$ cat src/rtl/ide_pkg.sv
package ide_pkg;

    // Fixed field widths of the command and response items.
    localparam int HANDLE_W = 32;
    localparam int POS_W    = 7;
    localparam int CNT_W    = 7;

    // Command codes.
    localparam logic [3:0] CMD_PUSH_HEAD   = 4'd0;
    localparam logic [3:0] CMD_PUSH_TAIL   = 4'd1;
    localparam logic [3:0] CMD_INSERT_AT   = 4'd2;
    localparam logic [3:0] CMD_PEEK_HEAD   = 4'd3;
    localparam logic [3:0] CMD_PEEK_TAIL   = 4'd4;
    localparam logic [3:0] CMD_PEEK_AT     = 4'd5;
    localparam logic [3:0] CMD_POP_HEAD    = 4'd6;
    localparam logic [3:0] CMD_POP_TAIL    = 4'd7;
    localparam logic [3:0] CMD_POP_AT      = 4'd8;
    localparam logic [3:0] CMD_REMOVE_HEAD = 4'd9;
    localparam logic [3:0] CMD_REMOVE_TAIL = 4'd10;
    localparam logic [3:0] CMD_REMOVE_AT   = 4'd11;
    localparam logic [3:0] CMD_CLEAR       = 4'd12;

    // Status codes.
    localparam logic [2:0] ST_OK    = 3'd0;
    localparam logic [2:0] ST_NULL  = 3'd1;
    localparam logic [2:0] ST_OOB   = 3'd2;
    localparam logic [2:0] ST_EMPTY = 3'd3;
    localparam logic [2:0] ST_FULL  = 3'd4;

    typedef struct packed {
        logic [3:0]          cmd;
        logic [HANDLE_W-1:0] data_handle;
        logic [POS_W-1:0]    position;
    } cmd_item_t;

    typedef struct packed {
        logic [2:0]          status;
        logic [HANDLE_W-1:0] data_out;
        logic [CNT_W-1:0]    entry_count;
    } rsp_item_t;

    // Operation broadcast to every cell of the chain.
    typedef enum logic [2:0] {
        CELL_HOLD,
        CELL_INSERT,
        CELL_REMOVE,
        CELL_LOAD,
        CELL_SHIFT
    } cell_op_t;

    // Controller states.
    typedef enum logic [1:0] {
        S_IDLE,
        S_LOAD,
        S_SHIFT,
        S_FINISH
    } state_t;

endpackage

$ cat src/rtl/ide_cell.sv
module ide_cell #(
    parameter int INDEX = 0,
    parameter int IW    = 6,
    parameter int DW    = 32
) (
    input  logic              clk,
    input  ide_pkg::cell_op_t op,
    input  logic [IW-1:0]     k,
    input  logic [DW-1:0]     wdata,
    input  logic [DW-1:0]     left_data,
    input  logic [DW-1:0]     right_data,
    input  logic [DW-1:0]     right_rd,
    output logic [DW-1:0]     data,
    output logic [DW-1:0]     rd
);
    import ide_pkg::*;

    logic [DW-1:0] data_reg;
    logic [DW-1:0] data_next;
    logic [DW-1:0] rd_reg;
    logic [DW-1:0] rd_next;
    logic          at_k;
    logic          after_k;

    assign at_k    = (IW'(INDEX) == k);
    assign after_k = (IW'(INDEX) > k);

    // Entry update: insert shifts toward the tail, remove shifts toward the head,
    // and the read line carries entries toward cell zero one step per cycle.
    always_comb
    begin
        data_next = data_reg;
        rd_next   = rd_reg;
        unique case (op)
            CELL_HOLD:
            begin
            end
            CELL_INSERT:
            begin
                if (at_k)
                begin
                    data_next = wdata;
                end
                else if (after_k)
                begin
                    data_next = left_data;
                end
            end
            CELL_REMOVE:
            begin
                if (at_k || after_k)
                begin
                    data_next = right_data;
                end
            end
            CELL_LOAD:
            begin
                rd_next = data_reg;
            end
            CELL_SHIFT:
            begin
                rd_next = right_rd;
            end
            default:
            begin
            end
        endcase
    end

    // Payload registers carry no reset.
    always_ff @(posedge clk)
    begin
        data_reg <= data_next;
        rd_reg   <= rd_next;
    end

    assign data = data_reg;
    assign rd   = rd_reg;

endmodule

$ cat config.mk
export PLATFORM = sky130hd
export DESIGN_NAME = ide_cell
export DESIGN_NICKNAME = d
export VERILOG_FILES = /design/src/rtl/ide_pkg.sv /design/src/rtl/ide_cell.sv
export SDC_FILE = /design/constraint.sdc
export NUM_CORES = 1
export LEC_CHECK = 0
export ABC_AREA = 1
export BUFFER_PORTS_ARGS = -buffer_cell sky130_fd_sc_hd__clkbuf_2
export CAP_MARGIN = 20
export CORE_MARGIN = 1.5
export CORE_UTILIZATION = 44
export DETAILED_ROUTE_END_ITERATION = 10
export GPL_ROUTABILITY_DRIVEN = 0
export PLACE_DENSITY = 0.91
export SYNTH_ARGS = -nofsm -noshare
export SYNTH_HDL_FRONTEND = slang
export SYNTH_SLANG_ARGS = --single-unit
$ cat constraint.sdc
create_clock -name clk -period 4.5 [get_ports clk]
set_input_delay 0.45 -clock clk [delete_from_list [all_inputs] [get_ports clk]]
set_output_delay 0.45 -clock clk [all_outputs]
set_load 0.01 [all_outputs]
=== Word level (Yosys, flattened, before mapping) ===
Index checks and enable logic that the tools add are counted.

* Bits in registers: 64
* Bits of input ports: 138
* Output and inout port bits: 64
* Logic and storage cells: 19

* Order comparisons: 1
* Eq/ne operators: 6
* Muxes and demuxes: 5
* Reduce and logical (&&, ||, !) cells: 5

{| class="wikitable"
|+ Operators with widths
! cell !! number
|-
| 32-bit one-hot mux with 2 select lines || 2
|-
| 32-bit 2-to-1 mux || 3
|-
| 3-bit by 2-bit == test with 1-bit output, second input constant || 2
|-
| 1-bit by 6-bit > comparator with 1-bit output, first input constant || 1
|-
| 6-bit logical NOT || 1
|-
| 2-bit nonzero test || 2
|-
| 3-bit by 1-bit == test with 1-bit output, second input constant || 1
|-
| 3-bit == test, second input constant || 1
|-
| 3-bit inequality test, second input constant || 1
|-
| 3-bit AND reduction || 1
|-
| 2-bit inequality test, second input constant || 1
|-
| 1-bit logical OR || 1
|}

=== Logic depth before layout (Yosys ltp) ===
* Depth after elaboration: 4
* Depth in mapped cells: 6
* Depth with buffers taken out: 5

=== Worst setup path before layout ===
Ideal clock, no wire load.

* Kind: input -> register
* From: input k[5]
* To: register data_reg[0] (netlist: data[0]), enable pin
* Library setup time: 461 ps
* Arrival: 3170 ps
* Required time: 4039 ps
* Slack: 869 ps
* Cell stages on the path: 4
* Buffers on the path: 1
* Cells stage by stage: nor2_2 nand3_2 buf_2 nor3_1

* Longest elaborated chain between the ends: 4
* Elaborated cells on any way between the ends: 6
* Classes of those cells: 1 x order compare; 2 x eq/ne; 3 x reduce/logical

{| class="wikitable"
|+ Ends and longest elaborated chain
! item !! RTL line !! text
|-
| from (decl) || ide_cell.sv:8 || <nowiki>input logic [IW-1:0] k,</nowiki>
|-
| 1-bit by 6-bit > comparator with 1-bit output / 6-bit logical NOT (equally long branches) || ide_cell.sv:26, ide_cell.sv:25 ||
|-
| 1-bit logical OR || ide_cell.sv:51 || <nowiki>if (at_k || after_k)</nowiki>
|-
| 2-bit inequality test (no line) || - ||
|-
| 3-bit AND reduction (no line) * || - ||
|-
| to (signal assigned) || ide_cell.sv:73 || <nowiki>data_reg <= data_next;</nowiki>
|-
| to (decl) || ide_cell.sv:18 || <nowiki>logic [DW-1:0] data_reg;</nowiki>
|}

Every way passes the cells marked *; elsewhere a longest branch is shown, timed or not.
A chain may end at the register's enable or synchronous reset.

=== Final worst setup path ===
* From: input op[2]
* To: register data_reg[28] (netlist: data[28]), enable pin

* Longest elaborated chain between the ends: 3
* Elaborated cells on any way between the ends: 6
* Classes of those cells: 4 x eq/ne; 2 x reduce/logical

{| class="wikitable"
|+ Ends and longest elaborated chain
! item !! RTL line !! text
|-
| from (decl) || ide_cell.sv:7 || <nowiki>input ide_pkg::cell_op_t op,</nowiki>
|-
| 3-bit by 1-bit == test with 1-bit output / 3-bit by 2-bit == test with 1-bit output (equally long branches) || ide_cell.sv:34 || <nowiki>unique case (op)</nowiki>
|-
| 3-bit inequality test (no line), or another cell as far along || - ||
|-
| 3-bit AND reduction (no line) * || - ||
|}

Marked as above.

==> results.py <==
metrics = {
    "route": {
        "routed_wl_um": 10600,
        "num_vias": 3623,
        "postRouteAntennaNets": 0,
        "routedWlPerCell_um": 14.6,
        "viasPerCell": 4.99,
        "first_pass_iters": 6,
        "drtIter0Drc": 290,
        "drc": 0,
    },
    "timing": {
        "min_period_over_period": 0.499,
        "setup_violations": 0,
        "tightestPinTransition_ns": 0.863,
        "fin_setup_tns_ns": 0,
        "layout_min_cycle_time_ns": 2.25,
        "hold_viol_final": 0,
        "slew_viol_final": 0,
        "clock_skew_ns": 0.00673,
        "relSlewSlack": 0.421,
        "max_freq_mhz": 445,
        "rsz0062_at_grt": "no",
    },
    "final_layout": {
        "final_cell_mix": "201 x clkbuf_2, 163 x nand2_1, 66 x inv_1",
        "syn2layout_area_growth_pct": 36.5,
        "n_antenna_cell": 0,
        "drive_gt1_frac": 0.377,
        "layout.cells.most_common": "clkbuf_2",
        "nets": 757,
        "fin_area_mm2": 0.00480,
    },
    "die": {
        "row_count": 32,
        "dieArea_mm2": 0.00853,
        "dieHeight_um": 92.4,
        "io_pins": 202,
        "die_w_um": 92.4,
        "core_mm2": 0.00773,
        "initial_utilization": 0.455,
    },
    "synthesis": {
        "synthAdderAreaFrac": 0,
        "netlist.area_leader.share": 0.547,
        "yosys.cell_types.count": 14,
        "synth-seq-cells": 64,
        "synth_cells": 426,
        "synthSimpleGateAreaFrac": 0.338,
        "synth_compound_area_frac": 0.00142,
        "synth_top_family_by_area": "simple AND/OR/NAND/NOR gates",
        "syn-num-nets": 564,
        "synth_area_leaders": "edfxtp_1 55%, nand2_1 17%, nand3_1 9.1%",
        "ys_warn_count": 0,
        "yosysTopAreaCell": "edfxtp_1",
        "synthMuxAreaShare": 0,
        "synth_seq_area_share": 0.547,
        "synth-xor-area-share": 0,
        "synth_area_mm2": 0.00351,
        "syn_area_per_cell_um2": 8.25,
    },
    "run_status": {
        "outcome": "finished clean",
    },
    "placed_design": {
        "placed_cell_area_mm2": 0.00458,
        "port_buffers": 201,
        "dpl.hpwl_um": 7960,
    },
    "cts": {
        "cts_root_buf": "clkbuf_8",
        "cts_made_buffers": 9,
        "clock_path_buffers": 2,
        "cts_hold_buf": 0,
        "clkTransAtPathRegs_ns": 0.07,
        "clock_sinks": 64,
        "clock_latency_ns": 0.34,
        "htreeDepth": 3,
        "post_cts_resize_count": 0,
        "cts_tree": "yes",
        "cts_setup_buffers": 0,
    },
    "critical_path": {
        "cp_max_fo": 36,
        "start_kind": "input pin",
        "worstPathArrival_ns": 2.26,
        "worstSetupPathType": "in2reg",
        "end_kind": "flop",
        "cp.required_ns": 4.51,
    },
    "run": {
        "maxCapViolCount": 0,
    },
    "power_and_ir_drop": {
        "total_power_mw": 1.40,
        "ir_drop_mv": 0.171,
        "power.density_mw_per_mm2": 291,
        "p_leak_nw": 2.61,
    },
    "hold_path": {
        "holdCritPathClass": "in2reg",
    },
    "global_route": {
        "grt_pass1_wl_um": 16100,
        "grt_overflow_total": 0,
        "antenna_found_initial": 0,
        "grt_max_degree": 37,
        "grt_pass1_vias": 3452,
        "grt_usage": 0.248,
    },
}
## through the flow
step           worst slack (ns)   util  std cells  hold slack, ns
2_1_floorplan             0.869      -        426           0.584
3_3_place_gp               2.04  0.592        710           0.530
5_1_grt                    2.11  0.621        726           0.373
3_5_place_dp               1.91  0.592        710           0.535
6_report                   2.25  0.621        726           0.389
4_1_cts                    2.27  0.621        726           0.372
## metal layers
metal,vias up,routed length [µm],GRT usage
met3,36,753,0.0509
met4,0,302,0.108
met2,190,5350,0.422
met1,1624,4210,0.304
li1,1773,-,-
met5,-,0,0
## critical path, stage by stage
cell      delay (ns)
clkbuf_2        0.42
inv_1           0.15
nand2_1         0.08
nor3_2          0.70
buf_4           0.43
## cells by family after synthesis
| group | count (synthesis) |
|---|---|
| AOI/OAI and AO/OA | 1 |
| and+or+nand+nor | 266 |
| buffers and inverters | 95 |
| DFF | 64 |
## cells in the mapped netlist
library cell,n
nand2_1,163
nor3_1,1
buf_6,3
nand3_2,1
nand4_1,32
nor3_4,1
buf_2,15
clkbuf_1,10
inv_2,1
nor2_2,4
inv_1,66
edfxtp_1,64
nand3_1,64
o21ai_0,1
## final cells by class
type	count	area, µm²
repair buffers	210	1070
clock inverters	7	96.3
clock buffers	9	124
well taps	102	128
flip-flops and latches	64	1920
fillers	693	2930
multi-input cells	267	1200
inverters	67	251
## path summary, 6_finish.rpt
check | from | endpoint | slack (ns) | depth (start not counted)
max | op[2] | data[28] | 2.25 | 5
min | right_data[7] | data[7] | 0.39 | 3
max reg2reg | data[5] | rd[5] | 3.67 | 2
min reg2reg | data[27] | rd[27] | 0.55 | 2
## power by group
group	leakage (nW)	internal (mW)	switching, mW
Sequential	0.584	0.671	0.00346
Clock	0.101	0.311	0.228
Combinational	1.92	0.0785	0.106
Total	2.61	1.06	0.338
(Power assumes the default switching activity.)
