[src/rtl/ide_pkg.sv]
package ide_pkg;

    // Fixed field widths of the command and response items.
    localparam int HANDLE_W = 32;
    localparam int POS_W    = 7;
    localparam int CNT_W    = 7;

    // Command codes.
    localparam logic [3:0] CMD_PUSH_HEAD   = 4'd0;
    localparam logic [3:0] CMD_PUSH_TAIL   = 4'd1;
    localparam logic [3:0] CMD_INSERT_AT   = 4'd2;
    localparam logic [3:0] CMD_PEEK_HEAD   = 4'd3;
    localparam logic [3:0] CMD_PEEK_TAIL   = 4'd4;
    localparam logic [3:0] CMD_PEEK_AT     = 4'd5;
    localparam logic [3:0] CMD_POP_HEAD    = 4'd6;
    localparam logic [3:0] CMD_POP_TAIL    = 4'd7;
    localparam logic [3:0] CMD_POP_AT      = 4'd8;
    localparam logic [3:0] CMD_REMOVE_HEAD = 4'd9;
    localparam logic [3:0] CMD_REMOVE_TAIL = 4'd10;
    localparam logic [3:0] CMD_REMOVE_AT   = 4'd11;
    localparam logic [3:0] CMD_CLEAR       = 4'd12;

    // Status codes.
    localparam logic [2:0] ST_OK    = 3'd0;
    localparam logic [2:0] ST_NULL  = 3'd1;
    localparam logic [2:0] ST_OOB   = 3'd2;
    localparam logic [2:0] ST_EMPTY = 3'd3;
    localparam logic [2:0] ST_FULL  = 3'd4;

    typedef struct packed {
        logic [3:0]          cmd;
        logic [HANDLE_W-1:0] data_handle;
        logic [POS_W-1:0]    position;
    } cmd_item_t;

    typedef struct packed {
        logic [2:0]          status;
        logic [HANDLE_W-1:0] data_out;
        logic [CNT_W-1:0]    entry_count;
    } rsp_item_t;

    // Operation broadcast to every cell of the chain.
    typedef enum logic [2:0] {
        CELL_HOLD,
        CELL_INSERT,
        CELL_REMOVE,
        CELL_LOAD,
        CELL_SHIFT
    } cell_op_t;

    // Controller states.
    typedef enum logic [1:0] {
        S_IDLE,
        S_LOAD,
        S_SHIFT,
        S_FINISH
    } state_t;

endpackage

[src/rtl/ide_ctrl.sv]
module ide_ctrl #(
    parameter int CAPACITY   = 64,
    parameter int DATA_WIDTH = 32,
    parameter int IW         = 6
) (
    input  logic                  clk,
    input  logic                  rst_n,
    input  logic                  cmd_valid,
    output logic                  cmd_ready,
    input  ide_pkg::cmd_item_t    cmd_item,
    output logic                  rsp_valid,
    input  logic                  rsp_ready,
    output ide_pkg::rsp_item_t    rsp_item,
    output ide_pkg::cell_op_t     op,
    output logic [IW-1:0]         k,
    output logic [DATA_WIDTH-1:0] wdata,
    input  logic [DATA_WIDTH-1:0] rd0
);
    import ide_pkg::*;

    localparam int CW = $clog2(CAPACITY + 1);
    localparam int MW = (CW > POS_W) ? CW : POS_W;
    localparam int PW = (DATA_WIDTH > HANDLE_W) ? DATA_WIDTH : HANDLE_W;

    state_t              state_reg;
    state_t              state_next;
    logic [CW-1:0]       count_reg;
    logic                rsp_valid_reg;
    rsp_item_t           rsp_item_reg;

    logic [2:0]          status_reg;
    logic                read_reg;
    cell_op_t            fin_op_reg;
    logic [IW-1:0]       k_reg;
    logic [IW-1:0]       sh_reg;
    logic [CW-1:0]       cnt_after_reg;
    logic [DATA_WIDTH-1:0] wdata_reg;

    logic                accept;
    logic                commit;

    // Decode of the incoming command.
    logic [PW-1:0]         d_wide;
    logic [DATA_WIDTH-1:0] d_val;
    logic                  pos_bad;
    logic                  grp_access;
    logic                  at_pos;
    logic                  at_tail;
    logic                  want_read;
    logic                  want_remove;
    logic [2:0]            acc_status;
    logic                  acc_read;
    cell_op_t              acc_op;
    logic [IW-1:0]         acc_k;
    logic [CW-1:0]         acc_cnt;

    logic [PW-1:0]         rd_wide;

    assign accept = cmd_valid && cmd_ready;
    assign commit = (state_reg == S_FINISH) && (!rsp_valid_reg || rsp_ready);

    assign d_wide  = PW'(cmd_item.data_handle);
    assign d_val   = d_wide[DATA_WIDTH-1:0];
    assign pos_bad = (cmd_item.position == '0) ||
                     (MW'(cmd_item.position) > MW'(count_reg));

    // Checks and target index for the command at the input.
    always_comb
    begin
        acc_status  = ST_OK;
        acc_read    = 1'b0;
        acc_op      = CELL_HOLD;
        acc_k       = '0;
        acc_cnt     = count_reg;
        grp_access  = 1'b0;
        at_pos      = 1'b0;
        at_tail     = 1'b0;
        want_read   = 1'b0;
        want_remove = 1'b0;
        unique case (cmd_item.cmd)
            CMD_PUSH_HEAD, CMD_PUSH_TAIL, CMD_INSERT_AT:
            begin
                if (d_val == '0)
                begin
                    acc_status = ST_NULL;
                end
                else if ((cmd_item.cmd == CMD_INSERT_AT) && pos_bad)
                begin
                    acc_status = ST_OOB;
                end
                else if (count_reg >= CW'(CAPACITY))
                begin
                    acc_status = ST_FULL;
                end
                else
                begin
                    acc_op  = CELL_INSERT;
                    acc_cnt = count_reg + 1'b1;
                    if (cmd_item.cmd == CMD_PUSH_TAIL)
                    begin
                        acc_k = IW'(count_reg);
                    end
                    else if (cmd_item.cmd == CMD_INSERT_AT)
                    begin
                        acc_k = IW'(cmd_item.position - 1'b1);
                    end
                end
            end
            CMD_PEEK_HEAD:
            begin
                grp_access = 1'b1;
                want_read  = 1'b1;
            end
            CMD_PEEK_TAIL:
            begin
                grp_access = 1'b1;
                want_read  = 1'b1;
                at_tail    = 1'b1;
            end
            CMD_PEEK_AT:
            begin
                grp_access = 1'b1;
                want_read  = 1'b1;
                at_pos     = 1'b1;
            end
            CMD_POP_HEAD:
            begin
                grp_access  = 1'b1;
                want_read   = 1'b1;
                want_remove = 1'b1;
            end
            CMD_POP_TAIL:
            begin
                grp_access  = 1'b1;
                want_read   = 1'b1;
                want_remove = 1'b1;
                at_tail     = 1'b1;
            end
            CMD_POP_AT:
            begin
                grp_access  = 1'b1;
                want_read   = 1'b1;
                want_remove = 1'b1;
                at_pos      = 1'b1;
            end
            CMD_REMOVE_HEAD:
            begin
                grp_access  = 1'b1;
                want_remove = 1'b1;
            end
            CMD_REMOVE_TAIL:
            begin
                grp_access  = 1'b1;
                want_remove = 1'b1;
                at_tail     = 1'b1;
            end
            CMD_REMOVE_AT:
            begin
                grp_access  = 1'b1;
                want_remove = 1'b1;
                at_pos      = 1'b1;
            end
            CMD_CLEAR:
            begin
                acc_cnt = '0;
            end
            default:
            begin
            end
        endcase

        // Peek, pop and remove share the empty and position checks.
        if (grp_access)
        begin
            if (count_reg == '0)
            begin
                acc_status = ST_EMPTY;
            end
            else if (at_pos && pos_bad)
            begin
                acc_status = ST_OOB;
            end
            else
            begin
                acc_read = want_read;
                if (want_remove)
                begin
                    acc_op  = CELL_REMOVE;
                    acc_cnt = count_reg - 1'b1;
                end
                if (at_tail)
                begin
                    acc_k = IW'(count_reg - 1'b1);
                end
                else if (at_pos)
                begin
                    acc_k = IW'(cmd_item.position - 1'b1);
                end
            end
        end
    end

    // Next state.
    always_comb
    begin
        state_next = state_reg;
        unique case (state_reg)
            S_IDLE:
            begin
                if (cmd_valid)
                begin
                    state_next = acc_read ? S_LOAD : S_FINISH;
                end
            end
            S_LOAD:
            begin
                state_next = (k_reg == '0) ? S_FINISH : S_SHIFT;
            end
            S_SHIFT:
            begin
                if (sh_reg == IW'(1))
                begin
                    state_next = S_FINISH;
                end
            end
            S_FINISH:
            begin
                if (commit)
                begin
                    state_next = S_IDLE;
                end
            end
            default:
            begin
                state_next = S_IDLE;
            end
        endcase
    end

    // Outputs toward the cell chain.
    always_comb
    begin
        op = CELL_HOLD;
        unique case (state_reg)
            S_IDLE:
            begin
            end
            S_LOAD:
            begin
                op = CELL_LOAD;
            end
            S_SHIFT:
            begin
                op = CELL_SHIFT;
            end
            S_FINISH:
            begin
                if (commit)
                begin
                    op = fin_op_reg;
                end
            end
            default:
            begin
            end
        endcase
    end

    assign cmd_ready = (state_reg == S_IDLE);
    assign k         = k_reg;
    assign wdata     = wdata_reg;
    assign rd_wide   = PW'(rd0);

    // Control state.
    always_ff @(posedge clk or negedge rst_n)
    begin
        if (!rst_n)
        begin
            state_reg     <= S_IDLE;
            count_reg     <= '0;
            rsp_valid_reg <= 1'b0;
        end
        else
        begin
            state_reg <= state_next;
            if (commit)
            begin
                count_reg     <= cnt_after_reg;
                rsp_valid_reg <= 1'b1;
            end
            else if (rsp_ready)
            begin
                rsp_valid_reg <= 1'b0;
            end
        end
    end

    // Command context and response payload.
    always_ff @(posedge clk)
    begin
        if (accept)
        begin
            status_reg    <= acc_status;
            read_reg      <= acc_read;
            fin_op_reg    <= acc_op;
            k_reg         <= acc_k;
            sh_reg        <= acc_k;
            cnt_after_reg <= acc_cnt;
            wdata_reg     <= d_val;
        end
        else if (state_reg == S_SHIFT)
        begin
            sh_reg <= sh_reg - 1'b1;
        end
        if (commit)
        begin
            rsp_item_reg.status      <= status_reg;
            rsp_item_reg.data_out    <= read_reg ? rd_wide[HANDLE_W-1:0] : '0;
            rsp_item_reg.entry_count <= CNT_W'(cnt_after_reg);
        end
    end

    assign rsp_valid = rsp_valid_reg;
    assign rsp_item  = rsp_item_reg;

endmodule

[config.mk]
export PLATFORM = sky130hd
export DESIGN_NAME = ide_ctrl
export DESIGN_NICKNAME = d
export VERILOG_FILES = /design/src/rtl/ide_pkg.sv /design/src/rtl/ide_ctrl.sv
export SDC_FILE = /design/constraint.sdc
export NUM_CORES = 1
export LEC_CHECK = 0
export BUFFER_PORTS_ARGS = -buffer_cell sky130_fd_sc_hd__buf_2
export CORE_MARGIN = 5
export CORE_UTILIZATION = 40
export CTS_CLUSTER_DIAMETER = 80
export CTS_CLUSTER_SIZE = 10
export DETAILED_ROUTE_END_ITERATION = 8
export PLACE_DENSITY = 0.65
export SLEW_MARGIN = 20
export SYNTH_ARGS = -nofsm -noshare
export SYNTH_HDL_FRONTEND = slang
export SYNTH_SLANG_ARGS = --single-unit
export TNS_END_PERCENT = 5
[constraint.sdc]
create_clock -name clk -period 4.2 [get_ports clk]
set_input_delay 0 -clock clk [delete_from_list [all_inputs] [get_ports clk]]
set_output_delay 0 -clock clk [all_outputs]
set_load 0.02 [all_outputs]
# == Word level (Yosys, flattened, before mapping) ==
# Cells that the tools add are included.
# totals
regBits,110
# classes
addsub,4
magnitude_cmp,2
eq_ne,19
muxes,54
n_reduce_logical,22
# op_table
operator,count
6-bit 2-to-1 mux,13
7-bit 2-to-1 mux,7
3-bit 2-to-1 mux,12
32-bit logical NOT,1
4-bit == test (second input constant),5
4-bit by 3-bit == test with 1-bit output (second input constant),4
1-bit 2-to-1 mux,15
7-bit logical NOT,2
7-bit one-hot mux with 2 select lines,1
6-bit OR reduction,2
6-bit by 1-bit subtractor with 6-bit output (second input constant),2
3-bit one-hot mux with 3 select lines,1
3-bit OR reduction,3
9-bit OR reduction,1
4-bit by 2-bit == test with 1-bit output (second input constant),2
2-bit 2-to-1 mux,4
2-bit one-hot mux with 4 select lines,1
7-bit by 1-bit adder with 7-bit output (second input constant),1
7-bit >= comparator (second input constant),1
7-bit > comparator,1
7-bit by 1-bit subtractor with 7-bit output (second input constant),1
6-bit by 1-bit == test with 1-bit output (second input constant),1
6-bit logical NOT,1
2-bit != test (second input constant),3
other kinds (10),16

# == Depth between registers and ports, before layout ==
# Gate-level depths: netlist of the first run.
# logic_depth
word_depth,13
mapped_depth,11
mapped_depth_nobuf,9

# == Worst setup path after synthesis of the first run ==
# No wires, ideal clock.
# synth_path
path_type,register -> register
start,register state_reg[1]
end,register sh_reg[0] (enable)
arrival_time_ns,3.031
slack_ns,0.860
stages_incl_launch_ff,6
path_buffers,1
synth_period_minus_slack_ns,3.340
cell_sequence,dfrtp_1 -> inv_1 -> ha_1 -> and2_1 -> clkbuf_1 -> or2_2
# synth_between
elab_chain_cells,3
elab_cells_between_ends,4
cone_classes,eq/ne: 1; reduce/logical: 3
# synth_lines
element,line,rtl
"start, declared",ide_ctrl.sv:25,state_t state_reg;
"start signal, assigned",ide_ctrl.sv:285,state_reg <= state_next;
2-bit logical NOT,ide_ctrl.sv:269,assign cmd_ready = (state_reg == S_IDLE);
net cmd_ready,ide_ctrl.sv:9,"output logic cmd_ready,"
1-bit logical AND,ide_ctrl.sv:59,assign accept = cmd_valid && cmd_ready;
net accept,ide_ctrl.sv:39,logic accept;
2-bit nonzero test (no source line),-,
"end signal, assigned",ide_ctrl.sv:307,sh_reg <= acc_k;
"end signal, assigned",ide_ctrl.sv:313,sh_reg <= sh_reg - 1'b1;
"end, declared",ide_ctrl.sv:35,logic [IW-1:0] sh_reg;
# The timed path passes the listed nets, and every way through them passes these cells.
# A chain may end at the register's enable or synchronous reset.

# == Worst setup path in the final report of the first run ==
# layout_path
start,register count_reg[4]
end,"register cnt_after_reg[2], data pin"
# layout_between
elab_chain_cells,10
elab_cells_between_ends,14
cone_classes,order compare: 2; mux: 8; reduce/logical: 4
# layout_lines
element,line,rtl
"start, declared",ide_ctrl.sv:27,logic [CW-1:0] count_reg;
"start signal, assigned",ide_ctrl.sv:288,count_reg <= cnt_after_reg;
7-bit > comparator,ide_ctrl.sv:65,(MW'(cmd_item.position) > MW'(count_reg));
1-bit logical OR,ide_ctrl.sv:64,assign pos_bad = (cmd_item.position == '0) ||
1-bit logical AND,ide_ctrl.sv:87,else if ((cmd_item.cmd == CMD_INSERT_AT) && pos_bad)
7-bit 2-to-1 mux,ide_ctrl.sv:87,
7-bit 2-to-1 mux,ide_ctrl.sv:83,if (d_val == '0)
7-bit one-hot mux with 2 select lines,ide_ctrl.sv:80,unique case (cmd_item.cmd)
7-bit 2-to-1 mux,ide_ctrl.sv:186,if (want_remove)
7-bit 2-to-1 mux,ide_ctrl.sv:179,else if (at_pos && pos_bad)
7-bit 2-to-1 mux,ide_ctrl.sv:175,if (count_reg == '0)
7-bit 2-to-1 mux (*),ide_ctrl.sv:173,if (grp_access)
net acc_cnt[2],ide_ctrl.sv:55,logic [CW-1:0] acc_cnt;
"end signal, assigned",ide_ctrl.sv:308,cnt_after_reg <= acc_cnt;
"end, declared",ide_ctrl.sv:36,logic [CW-1:0] cnt_after_reg;
# Mark *: on every way through the listed nets, which the timed path passes. The rest lies on a longest branch.

==> impl_results.md, run 1 <==
- Outcome: complete, no violations
- Layout Skew: 8.81 ps
- DRT Pass-1 Iters: 4
- Worst-Margin Slew: approximately 760 ps
- Power Density: 583 nW/um^2
- Setup Fix Bufs, Post-CTS: 0
- Worst hold path type: in -> async
- Clk slew on worst S/H paths: 80 ps
- Post-synth EDFFs: 99
- Startpoint Class: register
- 1st-iter DRT viols: 275
- Final wirelength: 13.3 mm
- Max reg flops: 42
- Final Hold Fails: 0
- Final Instance Area: between 6000 and 7000 sq um
- Top layer in use: met4
- Final hold slack: 56.5 ps
- Layout area overhead: 37.9%
- Grt ovf: 0
- Multi-input gate area in the final layout: 1650 sq um
- Async S/R FF share, synth: 9.17%
- Tot GR Track Use: 17.9%
- Crit path kind: reg -> reg
- Pin count of the biggest net entering global routing: 49
- Post-synthesis sequential area ratio: ~64%
- Post-synthesis cell area: about 5000 sq um
- Die area: 14900 sq um
- Worst path max stage delay: 510 ps
- Dominant synthesized flop cell: edfxtp_1
- Ys Warns: 0
- Core Footprint: 12500 sq um
- WL/cell: 16.9 microns
- Cells after synthesis: 380
- Initial core utilization: 40.3%
- RD Place Congestion: 0.958
- Met1 WL: ~5.5 mm
- Met2 WL post-DR: 6.33 mm
- PnR Total Power: 0.00404 W
- Via Count: just under 4000
- Pleak: 2.82 nW
- Critical path capture point type: register
- CTS buffer count: 9
- DIE HEIGHT: 122 microns
- Layout Cells excl Fill: 785
- Flops & latches, synth: 109
- Max Cap Violations: 0
- Final setup TNS: 0 ps
- I/O Buffers: approximately 160
- Met3 wire length: 1.04 mm
- Part of the cycle the worst path needs: 64.7%
- Final HPWL DP: between 9 and 10 mm
- Ant diodes: 0
- Detail Route Antenna Nets: 0
- Clk Latency, worst-skew pair: 360 ps
- Vias in the first global route: roughly 3900
- Worst Path Arrival: 2820 ps
- Fmax: 0.368 GHz
- Layout cells sized above 1: 33.1%
- Floorplan row count: between 40 and 50
- Critical-path maximum fanout: 7
- CTS Sinks: 109
- CTS Root Cell: clkbuf_16
- CP required: 4310 ps
- Ranking of synthesized cells by area: edfxtp_1 59%, dfrtp_1 5.0%, and2_1 4.5%, ha_1 4.0%, nand2_1 2.2%
- Filler cells: 1052
- Post-CTS Resized: 0
- CTS H-tree depth: 3
- Chip width: roughly 120 microns
- Layout net count: 703
- TritonCTS clock tree: yes
- Max Slew Vio Count: 0
- Critical path cell sequence: inv_1 > ha_1 > nand4_1 > nor2_1 > a211oi_2 > or3_1 > inv_4 > a211oi_1 > o31a_1
- Via density per instance: ~5.0
- First-pass GRT wire length: around 20 mm
- Slew margin rel.: 48.8%
- Hold Buf Count CTS: 66
- Netlist cell types: 59
- Dpl cell area: 5990 sq um
- RSZ-0062 raised after global routing: no
- Inst Count DP: 703
- FF+latch area: 3220 sq um
- # DRC: 0
- VDD IR max: 0.000221 V
- Cell taking the most area after synthesis: edfxtp_1
- Avg Cell Area, Syn: 13.2 sq um
- Crit path max-delay cell type: or3_1
- Post-synth top area share: 59.2%
- Final setup viols: 0
- I/O Pins: 164
- Period minus WS final: between 2000 and 3000 ps
- Syn nets: 475
- CTS max path bufs: 2
- Initial antenna violation count: 0
[per-layer routing]
layer / GRT usage, % / vias up
li1: - / 1888
met4: 8.82 / 0
met3: 3.85 / 32
met1: 22.5 / 1874
met5: 0 / -
met2: 29.2 / 169
[cell usage after synthesis, types with 5 or more instances]
| master | n |
|---|---|
| edfxtp_1 | 99 |
| o21ai_0 | 12 |
| dfrtp_1 | 10 |
| mux2_2 | 5 |
| a31oi_1 | 5 |
| clkbuf_1 | 7 |
| nor2_1 | 14 |
| a21oi_1 | 10 |
| o22ai_1 | 5 |
| nor4_1 | 10 |
| ha_1 | 16 |
| xnor2_1 | 9 |
| inv_1 | 17 |
| nand2_1 | 30 |
| nor3_1 | 8 |
| nand3_1 | 5 |
| and2_1 | 36 |
[cell usage in the layout (no fill, tap or decap), types with 4 or more instances in the layout]
master,count
a21oi_1,10
and2_1,34
nand3_1,5
nand2_1,30
o22ai_1,5
inv_6,4
buf_2,163
nand2b_1,4
o31ai_1,4
mux2_2,5
ha_1,16
xnor2_1,9
o21ai_0,12
a31oi_1,5
dlygate4sd3_1,66
edfxtp_1,99
inv_1,17
nor3_1,8
dfrtp_1,10
a22o_1,4
clkbuf_16,9
nor2_1,14
o2bb2ai_1,4
nor4_1,10
[report_power, final]
group          internal (W)  total (W)  leakage (nW)  switching, W
clock network      0.000411   0.000813         0.137      0.000402
logic              0.000546    0.00147          1.63      0.000919
registers           0.00159    0.00177          1.05      0.000173
total               0.00255    0.00404          2.82       0.00149
[through the flow]
step / utilization, % / worst slack, ps
after global placement: 48.0 / 1600
after detailed placement: 48.0 / 1510
after global routing: 55.6 / 1330
after CTS: 55.6 / 1510
final: 55.6 / 1480
after floorplan: - / 860
[critical path, delay by kind of cell, from the launching register on]
| family | cells | cell delay [ps] |
|---|---|---|
| buf+inv | 2 | 290 |
| fa+ha+maj | 1 | 320 |
| simple gates | 3 | 890 |
| compound gates | 3 | 480 |
| flops | 1 | 480 |
[cell families after synthesis]
group,Yosys count,synth area share [%]
muxes,8,1.74
xor gates and xnor gates,12,2.09
buffers and inverters,33,3.16
AOI/OAI and AO/OA,74,10.7
and+or+nand+nor,128,14.2
adders and majority gates,16,3.98
DFF,109,64.1
[cell type report]
cell class	count	area share (%)
flip-flops and latches	109	46.5
multi-input cells	238	23.8
repair buffers	231	21.5
clock buffers	9	3.25
well taps	172	3.10
inverters	19	1.06
clock inverters	7	0.812
[final timing paths]
path | startpoint | end | slack (ps) | cells past startpoint
min in group clk | cmd_valid | state_reg[1] | 130 | 4
hold reg to reg | status_reg[2] | rsp_item[41] | 420 | 0
setup / recovery | count_reg[4] | cnt_after_reg[2] | 1480 | 9
setup reg to reg | count_reg[4] | cnt_after_reg[2] | 1480 | 9
hold / removal | rst_n | state_reg[0] | 60 | 2
max in group asynchronous | rst_n | rsp_valid | 3910 | 2
(Power assumes the default switching activity.)
==> run 2: changes to the inputs <==
--- a/config.mk
+++ b/config.mk
@@ -5,6 +5,7 @@
 export SDC_FILE = /design/constraint.sdc
 export NUM_CORES = 1
 export LEC_CHECK = 0
+export ABC_AREA = 1
 export BUFFER_PORTS_ARGS = -buffer_cell sky130_fd_sc_hd__buf_2
 export CORE_MARGIN = 5
 export CORE_UTILIZATION = 40
==> constraint.sdc (replaced) <==
create_clock -name clk -period 2.6 [get_ports clk]
set_input_delay 0 -clock clk [delete_from_list [all_inputs] [get_ports clk]]
set_output_delay 0 -clock clk [all_outputs]
set_load 0.02 [all_outputs]
==> impl_results.md, run 2 <==
- Outcome: complete, no violations
- Most common cell in the netlist: nand2_1
- Synth top cells by count: 144 x nand2_1, 99 x edfxtp_1, 71 x inv_1, 41 x nor2_1, 26 x o21ai_0
- Netlist cell types: 37 (-37%)
- Part of the cycle the worst path needs: 91.8% (+27 points)
- Most frequent cells in the layout: 163 x buf_2, 144 x nand2_1, 99 x edfxtp_1, 69 x inv_1, 66 x dlygate4sd3_1
- R2R depth: 14 (+5)
- Crit path top cell by count: nand2_1
- Crit path kind: reg -> reg
- Clk Latency, worst-skew pair: 350 ps (about the same)
- R2r startpoint: count_reg[6]
- Post-route setup slack: 212 ps (-1270 ps)
- Worst hold path type: in -> async
- Crit path max-delay cell type: dfrtp_1
- Final HPWL DP: 9.66 mm (+3.0%)
- Final setup viols: 0 (unchanged)
- Period minus WS final: 2390 ps (-328 ps)
- Avg Cell Area, Syn: 10.3 sq um (-22%)
- Startpoint Class: register
- PnR Total Power: 0.00669 W (+65%)
- Initial core utilization: 40.7% (+0.34 points)
- I/O Buffers: 163 (unchanged)
- Fmax: 0.419 GHz (+14%)
- Sw Ratio: 37.9% (+0.90 points)
- Final Hold Fails: 0 (unchanged)
- Via Count: 4321 (+9.0%)
- Max Slew Vio Count: 0 (unchanged)
- I/O Pins: 164 (unchanged)
- CTS Sinks: 109 (unchanged)
- VDD IR max: 0.000404 V (+83%)
- RSZ-0062 raised after global routing: no
- DIE HEIGHT: 123 microns (+0.95%)
- Gate power share: 36.6% (+0.4 points)
- Dominant synthesized flop cell: edfxtp_1
- P_sw: 0.00253 W (+70%)
- Core Footprint: 12600 sq um (+1.2%)
- CTS Root Cell: clkbuf_16
- Floorplan row count: 41 (unchanged)
- Cells after synthesis: 500 (+32%)
- Final wirelength: 13.3 mm (+0.27%)
- Critical-path maximum fanout: 7 (unchanged)
- 1st-iter DRT viols: 457 (+66%)
- CTS buffer count: 9 (unchanged)
- Sequential share of power: 42.1% (-1.6 points)
- WL/cell: 14.5 microns (-14%)
- Critical path capture point type: register
- Post-synthesis cell area: 5130 sq um (+2.1%)
- TritonCTS clock tree: yes
- Syn nets: 595 (+25%)
- Post-synthesis sequential area ratio: 62.8% (-1.3 points)
- Post-synth top area share: 58.0% (-1.2 points)
- Worst Path Arrival: 2480 ps (-340 ps)
- Initial antenna violation count: 0 (unchanged)
- Worst path max stage delay: 470 ps (-40 ps)
- Clock network power share: 21.4% (+1.3 points)
- Layout area overhead: 40.2%
- Internal power: 0.00416 W (+63%)
- First-pass GRT wire length: 20.9 mm (+2.1%)
- Ys Warns: 0 (unchanged)
- Die area: 15200 sq um (+1.9%)
- Pin count of the biggest net entering global routing: 46 (-6.1%)
- Ant diodes: 0 (unchanged)
- Clk slew on worst S/H paths: 80 ps (about the same)
- DRT Pass-1 Iters: 5 (+1)
- Post-synth EDFFs: 99 (unchanged)
- Power Density: 931 nW/um^2 (+60%)
- Pleak: 3.36 nW (+19%)
- RD Place Congestion: 0.892 (-6.9%)
- Max Cap Violations: 0 (unchanged)
- Slew margin rel.: 35.5% (-13 points)
- Flops & latches, synth: 109 (unchanged)
- Reg2Reg Setup Slack: 210 ps (-1270 ps)
- Ranking of synthesized cells by area: edfxtp_1 58%, nand2_1 11%, inv_1 5.2%, dfrtp_1 4.9%, ha_1 3.9%
- Vias in the first global route: 4288 (+9.1%)
- Dpl cell area: 6210 sq um (+3.7%)
- RR Endpoint: cnt_after_reg[4]
- Worst-Margin Slew: 968 ps (+206 ps)
- Cell taking the most area after synthesis: edfxtp_1
- Max reg flops: 42 (unchanged)
- Filler cells: 1078 (+2.5%)
- CTS max path bufs: 2 (unchanged)
- Most common cell after layout, fill and taps aside: buf_2
- CTS H-tree depth: 3 (unchanged)
- Layout Skew: 7.68 ps (-1.13 ps)
- Final setup TNS: 0 ps (unchanged)
- Layout cells sized above 1: 27.9% (-5.2 points)
- Layout net count: 835 (+19%)
- # DRC: 0 (unchanged)
- Detail Route Antenna Nets: 0 (unchanged)
- Tot GR Track Use: 17.6% (-0.30 points)
- Async S/R FF share, synth: 9.17% (unchanged)
- Crit. Startpoint: count_reg[6]
- Chip width: 123 microns (+0.95%)
- Setup WS pre-CTS: 274 ps (-1230 ps)
- Final Instance Area: 7190 sq um (+3.7%)
- CP required: 2700 ps (-1610 ps)
- Critical path cell sequence: inv_1 > ha_1 > nand2_1 > inv_1 > a21oi_1 > nand2_1 > nand2_1 > nand2_1 > nand2_2 > nand3_1 > nor2_1 > nand3_1 > nand3_1 > nand2_1
- Grt ovf: 0 (unchanged)
- Via density per instance: 4.71 (-6.7%)
==> run 2: worst max path at each step <==
| stage | endpoint | cells past startpoint | slack (ps) |
|---|---|---|---|
| finish | cnt_after_reg[4] | 14 | 210 |
| global route | sh_reg[5] | 15 | 20 |
| CTS | cnt_after_reg[4] | 14 | 250 |
| detailed placement | cnt_after_reg[4] | 14 | 270 |
| global placement | cnt_after_reg[4] | 14 | 390 |
| floorplan | rsp_item[0] | 4 | 90 |
==> run 2: per-stage QoR <==
step | util [%] | hold slack (ps) | std cells
after floorplan | - | -296 | 500
after detailed placement | 49.2 | -107 | 835
after CTS | 57.0 | 53.7 | 917
final | 57.0 | 69.7 | 917
after global placement | 49.2 | -108 | 835
after global routing | 57.0 | 80.1 | 917
==> run 2: area by class of cell <==
cell class	count	area, sq um	area share [%]
Sequential cell	109	3220	44.8
Multi-Input combinational cell	305	1580	22.0
Tap cell	172	215	2.99
Clock inverter	7	93.8	1.31
Clock buffer	9	225	3.13
Timing Repair Buffer	236	1550	21.6
Inverter	79	299	4.16
==> run 2: cell families after synthesis <==
family	after synthesis	share of synthesized area, %
DFF	109	62.8
adders and majority gates	16	3.90
and+or+nand+nor	224	18.4
buffers and inverters	86	6.37
AOI/OAI and AO/OA	54	6.66
xor gates and xnor gates	11	1.88
==> run 2: worst max-delay path, delay by kind of cell (launching register included) <==
family,cells,cell delay [ps]
buffers and inverters,2,200
adders and majority gates,1,320
DFF,1,470
and+or+nand+nor,10,1000
AOI/OAI and AO/OA,1,140
==> run 2: what timing repair did <==
item / in CTS / in global routing
buffers inserted: 0 / 0
endpoints found under the hold margin: 75 / 0
hold buffers: 66 / 0
setup endpoints to repair: 0 / 0
resized for setup: 0 / 0
==> run 2: power by group through the flow <==
stage                     Clock, W  Sequential (W)  Combinational [W]
after global placement           0         0.00283            0.00232
after global routing       0.00156         0.00286            0.00270
after detailed placement         0         0.00285            0.00236
after CTS                  0.00147         0.00281            0.00245
after floorplan                  0         0.00316            0.00120
final                      0.00143         0.00281            0.00245
==> run 2: per-layer routing <==
metal	wire [microns]	global-route usage, %	vias up
li1	-	-	2128
met1	5530	21.5	1979
met2	6560	30.7	190
met3	980	3.98	24
met4	254	5.88	0
met5	0	0	-
